`src/rtl/lhot_pkg.sv`:
```
`timescale 1ns / 1ps
// Shared types, widths and constants for the luma histogram Otsu threshold core.
package lhot_pkg;

    localparam int unsigned MAX_PIXELS = 1048576;
    localparam int unsigned CNT_W      = 21;
    localparam int unsigned LUMA_W     = 8;
    localparam int unsigned BINS       = 256;
    localparam int unsigned SUM_W      = 28;
    localparam int unsigned D_W        = 48;
    localparam int unsigned DD_W       = 96;
    localparam int unsigned P_W        = 144;
    localparam int unsigned QDEPTH     = 4;
    localparam int unsigned QPTR_W     = 2;
    localparam int unsigned LACC_W     = 23;

    localparam logic [13:0] K_RED   = 14'd4899;
    localparam logic [13:0] K_GREEN = 14'd9617;
    localparam logic [13:0] K_BLUE  = 14'd1868;
    localparam logic [13:0] K_ROUND = 14'd8192;

    typedef struct packed {
        logic [LUMA_W-1:0] luma;
        logic              cnt_en;
        logic              last;
    } t_pix;

    typedef enum logic [3:0] {
        B_CLEAR,
        B_RUN,
        B_DRAIN,
        B_RD,
        B_ACC,
        B_PA,
        B_PC,
        B_DQ,
        B_SQ,
        B_LHS,
        B_RHS,
        B_CMP,
        B_NEXT,
        B_OUT
    } t_bstate;

    function automatic logic [LUMA_W-1:0] luma_of(input logic [7:0] r,
                                                  input logic [7:0] g,
                                                  input logic [7:0] b);
        logic [LACC_W-1:0] acc;
        acc = LACC_W'(r * K_RED) + LACC_W'(g * K_GREEN) + LACC_W'(b * K_BLUE)
            + LACC_W'(K_ROUND);
        return acc[LACC_W-2:14];
    endfunction

endpackage

```
`src/rtl/lhot_front.sv`:
```
`timescale 1ns / 1ps
// Front end: accepts pixel words, converts to luma and marks counted pixels.
module lhot_front (
    input  logic                i_clk,
    input  logic                i_rst_n,
    input  logic                i_valid,
    output logic                o_stall,
    input  logic [7:0]          i_red,
    input  logic [7:0]          i_green,
    input  logic [7:0]          i_blue,
    input  logic                i_frame_end,
    input  logic                i_q_full,
    input  logic                i_clearing,
    output logic                o_push,
    output lhot_pkg::t_pix      o_pix
);
    logic [lhot_pkg::CNT_W-1:0] r_seen;
    logic [lhot_pkg::CNT_W-1:0] n_seen;
    logic                       cnt_en;

    assign o_stall = i_q_full || i_clearing;
    assign o_push  = i_valid && !o_stall;
    assign cnt_en  = r_seen < lhot_pkg::CNT_W'(lhot_pkg::MAX_PIXELS);

    assign o_pix.luma   = lhot_pkg::luma_of(i_red, i_green, i_blue);
    assign o_pix.cnt_en = cnt_en;
    assign o_pix.last   = i_frame_end;

    always_comb begin
        n_seen = r_seen;
        if (o_push) begin
            if (i_frame_end) begin
                n_seen = '0;
            end else if (cnt_en) begin
                n_seen = r_seen + 1'b1;
            end
        end
    end

    always_ff @(posedge i_clk) begin
        if (!i_rst_n) begin
            r_seen <= '0;
        end else begin
            r_seen <= n_seen;
        end
    end
endmodule

```
`config.mk`:
```
export PLATFORM = sky130hd
export DESIGN_NAME = lhot_front
export DESIGN_NICKNAME = d
export VERILOG_FILES = /design/src/rtl/lhot_pkg.sv /design/src/rtl/lhot_front.sv
export SDC_FILE = /design/constraint.sdc
export NUM_CORES = 1
export LEC_CHECK = 0
export BUFFER_PORTS_ARGS = -buffer_cell sky130_fd_sc_hd__buf_2
export CELL_PAD_IN_SITES_DETAIL_PLACEMENT = 1
export CELL_PAD_IN_SITES_GLOBAL_PLACEMENT = 1
export CORE_ASPECT_RATIO = 1.5
export CORE_MARGIN = 4
export CORE_UTILIZATION = 39
export DETAILED_ROUTE_END_ITERATION = 10
export PLACE_DENSITY_LB_ADDON = 0.1
export SLEW_MARGIN = 5
export SYNTH_ARGS = -nofsm -noshare
export SYNTH_HDL_FRONTEND = slang
export SYNTH_SLANG_ARGS = --single-unit
```
`constraint.sdc`:
```
create_clock -name i_clk -period 7.6 [get_ports i_clk]
set_input_delay 0.38 -clock i_clk [delete_from_list [all_inputs] [get_ports i_clk]]
set_output_delay 0.38 -clock i_clk [all_outputs]
set_load 0.02 [all_outputs]
```
Yosys cells after proc, flatten, opt, wreduce, memory -nomap -nowiden. Index checks and enable logic that the tools add are counted.

Logic and storage cells: 16. Flip-flop bits (word level): 21.

Reductions and logical operators: 5. $lt $le $gt $ge: 1. Muxes and demuxes: 2. Add/sub/neg operators: 4. Multiply operators: 3.

Operator list (count): $mux W21 (2); $add A21 B22 Y22 (1); $add A22 B14 Y22 const B (1); $add A22 B19 Y22 (1); $mul A8 B14 Y22 const B (1); $add A21 B1 Y21 const B (1); $lt A21 B21 Y1 const B (1); $mul A8 B13 Y21 const B (1); $mul A8 B9 Y17 const B (1); $reduce_and A2 Y1 (1); $reduce_bool A2 Y1 (1); $logic_and A1 B1 Y1 (1); $logic_not A1 Y1 (1); $logic_or A1 B1 Y1 (1).

Depth between registers and ports, before layout.
Depth after elaboration: 4. Mapped depth: 27. Gate-level depth less buffers: 27.

Worst setup path before layout. OpenSTA, ideal clock, no wires.

Kind: input -> output. Start point: input port i_blue[5]. End point: output port o_pix[4] in the netlist's numbering. Stages on the path: 25. Data required time: 7.220 ns. Buffers on the path: 0. Arrival: 6.744 ns. Path slack: 0.476 ns. Path through: ha_1 -> ha_1 -> inv_1 -> fa_1 -> fa_1 -> inv_1 -> ha_1 -> and3b_1 -> o21a_1 -> o21a_1 -> nor2_1 -> xnor2_1 -> ha_1 -> fa_1 -> inv_1 -> fa_1 -> fa_1 -> inv_1 -> ha_1 -> a211oi_1 -> o21ai_0 -> or4_1 -> a21boi_1 -> o21ai_0 -> xor2_1.

RTL lines: start, declared (RTL line lhot_front.sv:10) `input logic [7:0] i_blue,`; end, declared (RTL line lhot_front.sv:15) `output lhot_pkg::t_pix o_pix`.

==> impl_table.tex <==
\begin{tabular}{lr}
\hline
Metric & Value \\
\hline
\multicolumn{2}{l}{\textbf{Run}} \\
\quad Number of maximum-capacitance constraint violations & 0 \\
\multicolumn{2}{l}{\textbf{Die}} \\
\quad Die height & between 150 and 200 µm \\
\quad Count of pins on the block boundary & 42 \\
\quad Initial standard-cell utilization of the core & 0.401 \\
\quad Core outline area & around 0.015 mm² \\
\quad Number of placement rows & 55 \\
\quad Area of the die & 0.0178 mm² \\
\quad Horizontal extent of the die & around 110 µm \\
\multicolumn{2}{l}{\textbf{Setup path}} \\
\quad Maximum fanout encountered on the critical timing path & 4 \\
\quad Number of cells on the worst reg-to-reg path & 5 \\
\quad Startpoint-to-endpoint class of the critical path & input port to output pin \\
\quad Max incr delay on CP & roughly 0.53 ns \\
\quad Worst endpoint data arrival time & just under 7 ns \\
\quad Cell at the slowest stage of the critical path & sky130\_fd\_sc\_hd\_\_fa\_1 \\
\quad R2R Setup Slk & between 5 and 6 ns \\
\quad Sort of element at the end of the critical path & output pin \\
\quad Startpoint type of the worst setup path & input port \\
\quad Reg-to-Reg End & r\_seen[14] \\
\quad Critical Path Most Common Cell & sky130\_fd\_sc\_hd\_\_fa\_1 \\
\quad RR Startpoint & r\_seen[5] \\
\quad Required time of the critical path & 7.22 ns \\
\multicolumn{2}{l}{\textbf{GRT}} \\
\quad Global router's overall resource usage & 0.177 \\
\quad GR Layer Usage met1 & 0.198 \\
\quad Largest net degree at the start of global routing & 16 \\
\quad Fraction of met2 tracks used by global routing & 0.361 \\
\quad Vias in the first global route & between 5000 and 6000 \\
\quad Peak-usage layer in the global routing report & met2 \\
\quad Antenna violations before repair & 0 \\
\quad GRT overflow & 0 \\
\quad Met3 usage in global routing & 0.00800 \\
\quad Wire length of the first global-routing pass & around 25 mm \\
\multicolumn{2}{l}{\textbf{Cells and area}} \\
\quad Post-route insts no fill & 929 \\
\quad Count of nets after finishing & around 990 \\
\quad Inserted Diodes & 0 \\
\quad Sequential cell area & $\sim$420 µm² \\
\quad Fill cells & around 1900 \\
\quad Multi-input combinational cell area & $\sim$0.0051 mm² \\
\quad Layout cell share with drive strength beyond 1 & 0.137 \\
\quad Reg with most FFs & r\_seen \\
\quad Synthesis-to-layout area growth & 12.6\% \\
\quad Max FFs per register & 21 \\
\quad Largest registers & r\_seen x21 \\
\multicolumn{2}{l}{\textbf{Placement}} \\
\quad Total placed cells including tap cells & approximately 920 \\
\quad Post-DP HPWL & around 14 mm \\
\quad Pre-CTS setup slack & -0.0253 ns \\
\quad PortBufs & between 40 and 50 \\
\quad Final RePlAce weighted congestion & 0.818 \\
\multicolumn{2}{l}{\textbf{Min path}} \\
\quad Instance count along the most critical hold path & 2 \\
\quad Worst hold path endpoint & r\_seen[1] \\
\quad Min-delay worst type & input port to register \\
\quad Start point of the worst min-delay path & i\_rst\_n \\
\multicolumn{2}{l}{\textbf{Clock tree}} \\
\quad Clock Tree Root & sky130\_fd\_sc\_hd\_\_clkbuf\_16 \\
\quad Clock Latency Late Sink & approximately 0.26 ns \\
\quad H-tree Lvls & 1 \\
\quad Clock slew seen by the registers of the worst setup and hold paths & roughly 0.060 ns \\
\quad Number of buffers created by CTS & 3 \\
\quad Maximum count of clock buffers along a single path & 2 \\
\quad Total number of clock tree sinks & 21 \\
\quad TritonCTS clock tree & yes \\
\multicolumn{2}{l}{\textbf{Timing}} \\
\quad Share of the cycle needed by the critical path after routing & 0.962 \\
\quad Rel. slew slack & 0.407 \\
\quad Count of endpoints failing hold in the final timing report & 0 \\
\quad Final worst setup slack & between 0.2 and 0.3 ns \\
\quad Maximum clock skew at final layout & 0.00276 ns \\
\quad Final TNS setup & 0 ns \\
\quad Fmax achieved & roughly 140 MHz \\
\quad Minimum clock period after layout & 7.31 ns \\
\quad Max Transition Viols Final & 0 \\
\quad Endpoints failing setup & 0 \\
\quad Actual slew at the worst max-slew pin & $\sim$0.9 ns \\
\quad Final-layout worst hold slack & 0.349 ns \\
\multicolumn{2}{l}{\textbf{Synthesis}} \\
\quad Number of enable-type register cells in the synthesized netlist & 0 \\
\quad Distinct cells, synth & 50 \\
\quad Most common cell in the netlist & sky130\_fd\_sc\_hd\_\_inv\_1 \\
\quad Part of the Yosys area used for sequential elements & 0.0686 \\
\quad Most instantiated cells after synthesis & 202 x sky130\_fd\_sc\_hd\_\_inv\_1, 144 x sky130\_fd\_sc\_hd\_\_ha\_1, 87 x sky130\_fd\_sc\_hd\_\_fa\_1 \\
\quad Combined area of all synthesized cells & $\sim$0.006 mm² \\
\quad Post-synthesis area per instance & about 9.0 µm² \\
\quad Synth warnings & 0 \\
\quad Post-synthesis async set-or-reset flop share & 0 \\
\quad Flop and latch count out of synthesis & 21 \\
\quad Post-Synthesis Net Count & approximately 940 \\
\quad Leading post-synthesis cells by cell area & sky130\_fd\_sc\_hd\_\_ha\_1 29\%, sky130\_fd\_sc\_hd\_\_fa\_1 28\%, sky130\_fd\_sc\_hd\_\_inv\_1 12\%, sky130\_fd\_sc\_hd\_\_dfxtp\_1 6.9\%, sky130\_fd\_sc\_hd\_\_xor2\_1 2.9\% \\
\quad Share of Yosys cell area claimed by the top area cell type & 0.294 \\
\quad Dominant synthesized flop cell & sky130\_fd\_sc\_hd\_\_dfxtp\_1 \\
\quad Yosys top cell by area & sky130\_fd\_sc\_hd\_\_ha\_1 \\
\quad Syn Inst Count & $\sim$680 \\
\multicolumn{2}{l}{\textbf{Route}} \\
\quad Number of design-rule violations left by the first detailed-router iteration & 95 \\
\quad Routed len/inst & 16.3 µm \\
\quad DRC errors left & 0 \\
\quad Total length of routed wires & between 15 and 20 mm \\
\quad Mean number of vias per cell & between 4 and 5 \\
\quad Total via count in the routed design & approximately 4600 \\
\quad Final antenna-violating net count & 0 \\
\quad Number of iterations in the first detailed-routing pass & 4 \\
\multicolumn{2}{l}{\textbf{Outcome}} \\
\quad Outcome & completed \\
\hline
\end{tabular}
-- worst max path at each step --
stage                     endpoint  slack (ns)      start  cells after the start
after floorplan           o_pix[4]        0.48  i_blue[5]                     25
after global placement    o_pix[7]        0.08  i_blue[2]                     28
after detailed placement  o_pix[7]       -0.03  i_blue[5]                     29
after CTS                 o_pix[7]        0.02  i_blue[5]                     29
after global routing      o_pix[7]       -0.05  i_blue[5]                     29
final                     o_pix[5]        0.29  i_blue[5]                     28
-- timing repair --
item	4_1_cts	5_1_grt
resized for setup	2	38
pin swaps	0	22
setup buffers	0	2
endpoints found under the setup margin	2	8
gates cloned	0	0
hold buffers	0	0
-- kinds of logic after synthesis --
| logic type | after synthesis | share of synthesized area |
|---|---|---|
| AO/OA/AOI/OAI | 68 | 0.0755 |
| XOR/XNOR | 37 | 0.0529 |
| adder cells (fa/ha/maj) | 231 | 0.578 |
| buffers and inverters | 208 | 0.129 |
| flip-flops | 21 | 0.0686 |
| multiplexers | 1 | 0.00163 |
| AND/OR/NAND/NOR | 112 | 0.0941 |
-- critical path, delay by kind of cell --
kind / cells / cell delay (ns)
buffers and inverters: 6 / 0.49
adders and majority gates: 11 / 4.08
AOI/OAI and AO/OA: 6 / 1.29
xor gates and xnor gates: 1 / 0.18
and+or+nand+nor: 4 / 0.49
-- layer usage --
| layer | vias to the layer above | wire, µm |
|---|---|---|
| li1 | 2243 | - |
| met1 | 2307 | 5790 |
| met2 | 45 | 8990 |
| met3 | 10 | 178 |
| met4 | 0 | 159 |
| met5 | - | 0 |
-- stage by stage --
stage / instance area (µm²) / utilization
3_5_place_dp: 6630 / 0.434
6_report: 6900 / 0.452
5_1_grt: 6900 / 0.452
4_1_cts: 6710 / 0.439
3_3_place_gp: 6630 / 0.434
2_1_floorplan: 6130 / -
-- cells in the final DEF (no fill, tap or decap), drive strengths merged, types with 3 or more instances in the layout --
cell and instances:
o21a 3, o21ai 17, a31oi 4, nor3 5
dfxtp 21, o211ai 4, nand3 8, nand2 25
nor2 31, a21oi 16, nand2b 3, a211oi 8
fa 87, xor2 20, nor4 4, inv 203
xnor2 17, nand4 10, clkbuf 4, buf 53
and3 6, ha 144, nor2b 6, or2 7
-- cell type report --
type,instances,area share
flip-flops and latches,21,0.0609
multi-input cells,449,0.737
well taps,199,0.0361
inverters,203,0.110
clock buffers,4,0.0114
repair buffers,53,0.0439
Power is not shown: default switching activity piles up to over one toggle a cycle in this logic, so the estimate is an artifact.
