### config.mk
export PLATFORM = sky130hd
export DESIGN_NAME = lhot_queue
export DESIGN_NICKNAME = d
export VERILOG_FILES = /design/src/rtl/lhot_pkg.sv /design/src/rtl/lhot_queue.sv
export SDC_FILE = /design/constraint.sdc
export NUM_CORES = 1
export LEC_CHECK = 0
export BUFFER_PORTS_ARGS = -buffer_cell sky130_fd_sc_hd__buf_2
export CORE_ASPECT_RATIO = 1.5
export CORE_MARGIN = 2
export CORE_UTILIZATION = 53
export CTS_BUF_LIST = sky130_fd_sc_hd__clkbuf_8
export DETAILED_ROUTE_END_ITERATION = 16
export PLACE_DENSITY = 0.77
export SLEW_MARGIN = 20
export SYNTH_ARGS = -nofsm -noshare
export SYNTH_HDL_FRONTEND = slang
export SYNTH_SLANG_ARGS = --single-unit
### constraint.sdc
create_clock -name i_clk -period 1.85 [get_ports i_clk]
set_clock_uncertainty 0.2 [all_clocks]
set_input_delay 0.37 -clock i_clk [delete_from_list [all_inputs] [get_ports i_clk]]
set_output_delay 0.37 -clock i_clk [all_outputs]
set_load 0.05 [all_outputs]
### src/rtl/lhot_pkg.sv
`timescale 1ns / 1ps
// Shared types, widths and constants for the luma histogram Otsu threshold core.
package lhot_pkg;

    localparam int unsigned MAX_PIXELS = 1048576;
    localparam int unsigned CNT_W      = 21;
    localparam int unsigned LUMA_W     = 8;
    localparam int unsigned BINS       = 256;
    localparam int unsigned SUM_W      = 28;
    localparam int unsigned D_W        = 48;
    localparam int unsigned DD_W       = 96;
    localparam int unsigned P_W        = 144;
    localparam int unsigned QDEPTH     = 4;
    localparam int unsigned QPTR_W     = 2;
    localparam int unsigned LACC_W     = 23;

    localparam logic [13:0] K_RED   = 14'd4899;
    localparam logic [13:0] K_GREEN = 14'd9617;
    localparam logic [13:0] K_BLUE  = 14'd1868;
    localparam logic [13:0] K_ROUND = 14'd8192;

    typedef struct packed {
        logic [LUMA_W-1:0] luma;
        logic              cnt_en;
        logic              last;
    } t_pix;

    typedef enum logic [3:0] {
        B_CLEAR,
        B_RUN,
        B_DRAIN,
        B_RD,
        B_ACC,
        B_PA,
        B_PC,
        B_DQ,
        B_SQ,
        B_LHS,
        B_RHS,
        B_CMP,
        B_NEXT,
        B_OUT
    } t_bstate;

    function automatic logic [LUMA_W-1:0] luma_of(input logic [7:0] r,
                                                  input logic [7:0] g,
                                                  input logic [7:0] b);
        logic [LACC_W-1:0] acc;
        acc = LACC_W'(r * K_RED) + LACC_W'(g * K_GREEN) + LACC_W'(b * K_BLUE)
            + LACC_W'(K_ROUND);
        return acc[LACC_W-2:14];
    endfunction

endpackage

### src/rtl/lhot_queue.sv
`timescale 1ns / 1ps
// Short FIFO of classified pixels between front and back.
module lhot_queue (
    input  logic           i_clk,
    input  logic           i_rst_n,
    input  logic           i_push,
    input  lhot_pkg::t_pix i_pix,
    output logic           o_full,
    input  logic           i_pop,
    output logic           o_empty,
    output lhot_pkg::t_pix o_head
);
    lhot_pkg::t_pix                r_ent [0:lhot_pkg::QDEPTH-1];
    logic [lhot_pkg::QPTR_W-1:0]   r_wp;
    logic [lhot_pkg::QPTR_W-1:0]   r_rp;
    logic [lhot_pkg::QPTR_W:0]     r_cnt;

    assign o_full  = r_cnt == (lhot_pkg::QPTR_W+1)'(lhot_pkg::QDEPTH);
    assign o_empty = r_cnt == '0;
    assign o_head  = r_ent[r_rp];

    always_ff @(posedge i_clk) begin
        if (i_push) begin
            r_ent[r_wp] <= i_pix;
        end
    end

    always_ff @(posedge i_clk) begin
        if (!i_rst_n) begin
            r_wp  <= '0;
            r_rp  <= '0;
            r_cnt <= '0;
        end else begin
            if (i_push) begin
                r_wp <= r_wp + 1'b1;
            end
            if (i_pop) begin
                r_rp <= r_rp + 1'b1;
            end
            case ({i_push, i_pop})
                2'b10:   r_cnt <= r_cnt + 1'b1;
                2'b01:   r_cnt <= r_cnt - 1'b1;
                default: r_cnt <= r_cnt;
            endcase
        end
    end
endmodule

* Word-level counts from Yosys, hierarchy flattened
Memories as Yosys holds them, arrays and structs flattened. A register that Yosys moved wholly into a read port is not among the register bits.
Index checks and enable logic that the tools add are counted.
** Word-level totals
- Register bits after elaboration :: 7
- RAM bits :: 40
- Input port bits :: 14
- Output and inout bits :: 12
- Logic and storage cells :: 18
- Memories :: 1
** Memories
- r_ent :: depth 4, bits a word 10, rd ports 1, clocked after Yosys merged registers in 1, write ports 1, line lhot_queue.sv:13 : lhot_pkg::t_pix r_ent [0:lhot_pkg::QDEPTH-1];
** Cells by class
- Add/subtract/negate cells :: 4
- Eq/ne operators :: 3
- Mux-type cells :: 5
- Reductions and logical operators :: 2
** Operator list (number)
- $pmux W3 S2 :: 1
- $add A2 B1 Y2 const B :: 2
- $mux W2 :: 2
- $add A3 B1 Y3 const B :: 1
- $eq A3 B3 Y1 const B :: 1
- $logic_not A3 Y1 :: 1
- $sub A3 B1 Y3 const B :: 1
- $eq A2 B1 Y1 const B :: 1
- $eq A2 B2 Y1 const B :: 1
- $mux W1 :: 2
- $reduce_bool A2 Y1 :: 1

* Depth between registers and ports, before layout
Gate-level depths: netlist (run 1).
- Word-level depth :: 3
- Depth in mapped cells :: 7
- Gate-level depth less buffers :: 7

* Worst setup path before layout (run 1)
Ideal clock, no wire load.
- Path kind :: register to output
- Start :: reg r_cnt[1] in the netlist's numbering
- End :: out o_empty
- Arrival time :: 1397 ps
- Required time :: 1280 ps
- Slack :: -117 ps
- Stages on the path, launching flop included :: 2
- Buffers on the path :: 0
- Path through :: dfxtp_1 nor3_1
** On the way
- Longest elaborated chain between the ends :: 1
** RTL lines
- from (decl) :: line lhot_queue.sv:16 : logic [lhot_pkg::QPTR_W:0] r_cnt;
- from (signal assigned) :: line lhot_queue.sv:41 : 2'b10: r_cnt <= r_cnt + 1'b1;
- from (signal assigned) :: line lhot_queue.sv:42 : 2'b01: r_cnt <= r_cnt - 1'b1;
- from (signal assigned) :: line lhot_queue.sv:43 : default: r_cnt <= r_cnt;
- $logic_not A3 Y1 :: line lhot_queue.sv:19 : assign o_empty = r_cnt == '0;
- to (decl) :: line lhot_queue.sv:10 : output logic o_empty,
No other way between the ends.

==> results of run 1 <==
power by group through the flow:
stage | sequential [mW] | combinational [mW] | clock [mW]
2_1_floorplan | 1.30 | 0.310 | 0
3_3_place_gp | 1.30 | 0.409 | 0
3_5_place_dp | 1.31 | 0.417 | 0
4_1_cts | 1.29 | 0.467 | 0.646
5_1_grt | 1.29 | 0.493 | 0.689
6_report | 1.29 | 0.460 | 0.623
state kept, by name, indices dropped and copies added, names as in the netlist, named ones only:
register,count
r_cnt,3
r_ent,40
r_wp,2
r_rp,2
layout make-up:
class                   count  area (sq um)
multi-input cells          41         478.0
repair buffers             34         267.8
clock buffers               5         68.82
inverters                   6         22.52
fillers                   246          1119
clock inverters             3         23.77
flip-flops and latches     49          1384
well taps                  42         52.55
per-layer routing:
layer,vias to the layer above,part of all wire,wire (um),GRT usage
met1,447,0.36,970,0.1775
met3,3,0.044,118,0.05447
met2,22,0.58,1565,0.2863
met4,0,0.014,38,0.06923
li1,444,-,-,-
met5,-,0,0,0
critical path: stages, from the launching register on:
cell	delay (ns)
dfxtp_2	0.35
buf_12	0.14
mux4_2	0.52
buf_6	0.17
metrics by stage:
stage / std cells / setup slack, ns / utilization / area, sq um
6_report: 180 / -0.2101 / 0.6725 / 2297
4_1_cts: 180 / -0.2384 / 0.6722 / 2296
2_1_floorplan: 98 / 0.03145 / - / 1898
3_3_place_gp: 172 / -0.08236 / 0.6264 / 2140
5_1_grt: 180 / -0.2739 / 0.6725 / 2297
3_5_place_dp: 172 / -0.1384 / 0.6264 / 2140
how the worst max path moves through the flow:
stage,startpoint,depth (start not counted),slack (ns),endpoint
after floorplan,i_push,7,0.03,r_cnt[2]
after global placement,i_push,8,-0.08,r_cnt[2]
after detailed placement,i_push,8,-0.14,r_cnt[2]
after CTS,register,3,-0.24,o_head[7]
after global routing,register,3,-0.27,o_head[7]
final,register,3,-0.21,o_head[7]
logic make-up (layout without fill, tap and decap cells):
| kind of cell | after synthesis | after routing | share of synthesized area |
|---|---|---|---|
| flops | 49 | 49 | 0.7297 |
| compound gates | 3 | 3 | 0.009255 |
| fa+ha+maj | 6 | 6 | 0.04362 |
| simple gates | 16 | 16 | 0.04958 |
| xor+xnor | 5 | 5 | 0.02314 |
| mux | 11 | 11 | 0.1243 |
| buf+inv | 8 | 48 | 0.02049 |
Yosys cell counts, types with 2 or more instances:
library cell and instances:
xor2_1 3, edfxtp_1 40, and2_1 10, dfxtp_1 9, o21ai_0 2, inv_1 6, xnor2_1 2, nand2_1 2
ha_1 5, mux4_2 10
==> impl_metrics.py, run 1 <==
metrics = {
    "status": {
        "status": "finished, violations left",
        "violations": "setup timing",
    },
    "yosys": {
        "synth_edf_count": 40,
        "synth_area_leader_cell": "edfxtp_1",
        "synth_top_area_frac": 0.6345,
        "synthesis.nets": 118,
        "synthArstFlopShare": 0,
        "netlist-cell-type-count": 19,
        "avgSynthCellArea_sq_um": 19.32,
        "synthCells": 98,
        "yosys_warnings": 0,
        "yosys_most_used_dff": "edfxtp_1",
        "ys_ff_latch": 49,
        "ys_seq_area_frac": 0.7297,
        "yosys-top-cells-area": "edfxtp_1 63%, mux4_2 12%, dfxtp_1 9.5%",
        "netlist_area_sq_um": 1893,
    },
    "final_layout": {
        "syn2layout_area_growth_pct": 21.35,
        "final_common_cell": "edfxtp_1",
        "final_cell_mix": "40 x edfxtp_1, 15 x buf_2, 10 x mux4_2, 10 x and2_1, 10 x buf_6",
        "fin_nets": 157,
        "drive_above_1_share": 0.3986,
        "diodes": 0,
    },
    "cts": {
        "cts_resized": 21,
        "clockBufferDepth": 2,
        "worstSkewPairLatency_ns": 0.30,
        "ctsHoldBuffers": 0,
        "ctsHtreeMaxLevel": 2,
        "postCtsSetupBuffers": 0,
        "cts_tree": "built",
        "cts_root_buffer": "clkbuf_8",
        "path_clk_slew_ns": 0.09,
        "cts_num_sinks": 49,
        "numCtsBuffers": 5,
    },
    "placed_design": {
        "dp_hpwl_um": 1948,
        "gp_congestion": 0.6309,
        "port_buffers": 25,
    },
    "min_path": {
        "worstHoldPathCells": 1,
        "hold_path_class": "input port to register",
        "hold_end": "r_ent[3][7]",
        "hp-start": "i_pix[7]",
    },
    "global_routing": {
        "grt_first_pass_wirelength_um": 4616,
        "grt_antenna_before_repair": 0,
        "track_usage": 0.1654,
        "grt_max_degree": 18,
        "grt_pass1_vias": 1019,
        "grt.overflow.total": 0,
    },
    "timing": {
        "fin_crit_ns": 2.060,
        "min_period_over_period": 1.114,
        "fmax_ghz": 0.4854,
        "fin_setup_tns_ns": -1.994,
        "holdWs_ns": 0.07914,
        "maxSlewHeadroom": 0.8368,
        "worst_slew_pin_slew_ns": 0.2465,
        "worst_slack_ns": -0.2101,
        "setup_viol": 10,
        "maxSlewViolCount": 0,
        "rsz0062_at_grt": "yes",
        "hold_viol": 0,
    },
    "drt": {
        "finalWirelength_um": 2693,
        "dr.pass1.iters": 4,
        "routedWlPerCell_um": 14.96,
        "vias": 916,
        "drt_iter0_drc": 22,
        "drc": 0,
        "viasPerCell": 5.089,
        "antenna_left": 0,
    },
    "floorplanning": {
        "die_area_sq_um": 4076,
        "die_h_um": 77.20,
        "rows": 26,
        "coreArea_sq_um": 3416,
        "start_util": 0.5542,
        "die_x_um": 52.80,
        "io_pins": 26,
    },
    "power_and_ir_drop": {
        "leakage_nw": 0.8463,
        "pwr-share-seq": 0.543,
        "clock_power_share": 0.263,
        "combPwrFrac": 0.194,
        "swShare": 0.2724,
        "p_sw_uw": 645.1,
        "p_per_area_nw_per_um2": 1031,
        "power_mw": 2.368,
        "ir_worst_vdd_v": 0.0007247,
        "p_int_mw": 1.723,
    },
    "critical_path": {
        "r2r_setup_slack_ns": 0.13,
        "r2r_cells": 5,
        "end_kind": "output pin",
        "critPathMaxFanout": 10,
        "rr_endpoint": "r_cnt[2]",
        "required_ns": 1.28,
        "r2r-start": "r_cnt[1]",
        "critical_path_class": "register to output pin",
        "cp-start-kind": "register",
        "critPathArrivalTime_ns": 1.49,
    },
    "job": {
        "cap_violations": 0,
    },
}
Power figures use the tool's default switching activity.
==> run 2, diff against run 1 <==
- CORE_UTILIZATION: 53 -> 58
- CTS_CLUSTER_DIAMETER: unset -> 60
- PLACE_DENSITY: 0.77 -> 0.8
- clock period: 1.85 -> 2.3 ns (I/O delays scaled with it)
==> run 2 against run 1 <==
Compared with the run above: the run now ends clean; combinational power shrank 32%; hold slack improved by 0.099 ns; wire length increased by 5.8%; largest power group unchanged; cell area down 6.7%; critical endpoint is now o_head[4]; non-clock buffer count down 8; critical path type unchanged; utilization is 1.3 points higher; count of clock-buffer cells in the layout stayed put; register-to-register slack better by 0.42 ns; cell count down 5.6%; die area is 8.1% lower; total power is 24% lower; sequential power fell by 19%.
==> impl_metrics.py, run 2 (synthesis gave the netlist of run 1 again) <==
metrics = {
    "cts": {
        "path_clk_slew_ns": 0.08,
        "ctsHtreeMaxLevel": 2,
        "numCtsBuffers": 5,
        "clockBufferDepth": 2,
        "ctsHoldBuffers": 0,
        "worstSkewPairLatency_ns": 0.29,
        "cts_root_buffer": "clkbuf_8",
        "cts_tree": "built",
        "cts_num_sinks": 49,
    },
    "placed_design": {
        "post-place-ws_ns": 0.1436,
        "placed_cell_area_sq_um": 2059,
        "gp_congestion": 0.6561,
        "port_buffers": 25,
        "dp_hpwl_um": 2012,
    },
    "critical_path": {
        "required_ns": 1.64,
        "path_buf_inv": 2,
        "critPathMaxFanout": 10,
        "critical_path_class": "register to output pin",
        "cpPeakStageDelay_ns": 0.52,
        "cp-start-kind": "register",
        "crit_chain": "buf_6, mux4_2, buf_2",
        "critPathArrivalTime_ns": 1.56,
        "cpLargestDelayFamily": "multiplexers",
        "end_kind": "output pin",
        "cp_slowest_cell": "mux4_2",
    },
    "drt": {
        "viasPerCell": 5.329,
        "antenna_left": 0,
        "vias": 906,
        "drt_iter0_drc": 13,
        "dr.pass1.iters": 4,
        "drc": 0,
        "routedWlPerCell_um": 16.75,
        "finalWirelength_um": 2848,
    },
    "final_layout": {
        "final_cell_mix": "40 x edfxtp_1, 25 x buf_2, 10 x mux4_2, 10 x and2_1",
        "final_common_cell": "edfxtp_1",
        "syn2layout_area_growth_pct": 13.22,
        "top_register": "r_ent",
        "largest_reg_flops": 40,
        "drive_above_1_share": 0.3154,
        "post-route-util": 0.6852,
        "diodes": 0,
        "fin_nets": 149,
        "n_fill_cell": 225,
        "fin_area_sq_um": 2143,
        "reg_top3": "r_ent (40), r_cnt (3)",
    },
    "global_routing": {
        "grt_antenna_before_repair": 0,
        "grt_pass1_vias": 974,
        "track_usage": 0.1755,
        "grt_first_pass_wirelength_um": 4519,
        "grt.overflow.total": 0,
        "grt_max_degree": 14,
    },
    "timing": {
        "fmax_ghz": 0.4496,
        "worst_slack_ns": 0.07557,
        "setup_viol": 0,
        "min_period_over_period": 0.9671,
        "rsz0062_at_grt": "no",
        "worst_slew_pin_slew_ns": 0.5242,
        "fin_crit_ns": 2.224,
        "maxSlewHeadroom": 0.6505,
        "maxSlewViolCount": 0,
        "hold_viol": 0,
        "fin_setup_tns_ns": 0,
    },
    "min_path": {
        "hold_path_class": "input port to register",
    },
    "power_and_ir_drop": {
        "ir_worst_vdd_v": 0.0005334,
        "leakage_nw": 0.7819,
        "p_per_area_nw_per_um2": 836.9,
    },
    "floorplanning": {
        "rows": 25,
        "start_util": 0.6052,
        "io_pins": 26,
        "die_area_sq_um": 3746,
        "coreArea_sq_um": 3128,
        "die_h_um": 73.97,
        "die_x_um": 50.65,
    },
    "job": {
        "cap_violations": 0,
    },
    "status": {
        "status": "finished clean",
    },
}
==> run 2: cell types whose count changed in the layout (fill, tap and decap cells not counted), sizes merged <==
cell,change
buf,-8
==> run 2: report_power, final <==
| group | switching, mW | internal (mW) | leakage [nW] |
|---|---|---|---|
| Sequential | 0.0254 | 1.01 | 0.442 |
| Clock | 0.242 | 0.202 | 0.0519 |
| Combinational | 0.207 | 0.105 | 0.288 |
| Total | 0.475 | 1.32 | 0.782 |
==> run 2: routing by layer <==
layer  routed length (um)  vias up  global-route usage
met3                  100        6             0.04217
met4                   59        0             0.08108
met2                 1666       22              0.3333
met5                    0        -                   0
li1                     -      431                   -
met1                 1022      447              0.1790
==> run 2: repair_timing <==
| action | 4_1_cts | 5_1_grt |
|---|---|---|
| setup endpoints to repair | 0 | 6 |
| buffers inserted | 0 | 0 |
| gates resized for setup | 0 | 1 |
==> run 2: cell type report <==
| cell class | count | area, sq um | area share |
|---|---|---|---|
| Timing Repair Buffer | 26 | 136.4 | 0.06363 |
| Tap cell | 40 | 50.05 | 0.02335 |
| Sequential cell | 49 | 1381 | 0.6445 |
| Clock inverter | 3 | 11.26 | 0.005254 |
| Inverter | 6 | 22.52 | 0.01051 |
| Multi-Input combinational cell | 41 | 473.0 | 0.2207 |
| Clock buffer | 5 | 68.82 | 0.03211 |
==> run 2: stage by stage <==
stage          power (mW)  std cells  hold WS (ns)
2_1_floorplan       1.293         98        0.2656
3_3_place_gp        1.358        162        0.2823
3_5_place_dp        1.370        162        0.3033
4_1_cts             1.808        170        0.1696
5_1_grt             1.857        170        0.1741
6_report            1.794        170        0.1785
==> run 2: worst paths after layout <==
| kind | startpoint | end | slack (ns) | cells after the start |
|---|---|---|---|---|
| max | register | o_head[4] | 0.08 | 3 |
| min reg2reg | r_cnt[2] | r_cnt[2] | 0.31 | 2 |
| max reg2reg | r_cnt[0] | r_cnt[2] | 0.55 | 5 |
| min | i_pix[1] | r_ent[2][1] | 0.18 | 1 |
==> run 2: worst register-to-register path, cell delays in order, from the launching register on <==
cell	delay, ns
dfxtp_1	0.36
inv_1	0.08
fa_1	0.43
xor2_1	0.16
or3_1	0.31
a21boi_1	0.14
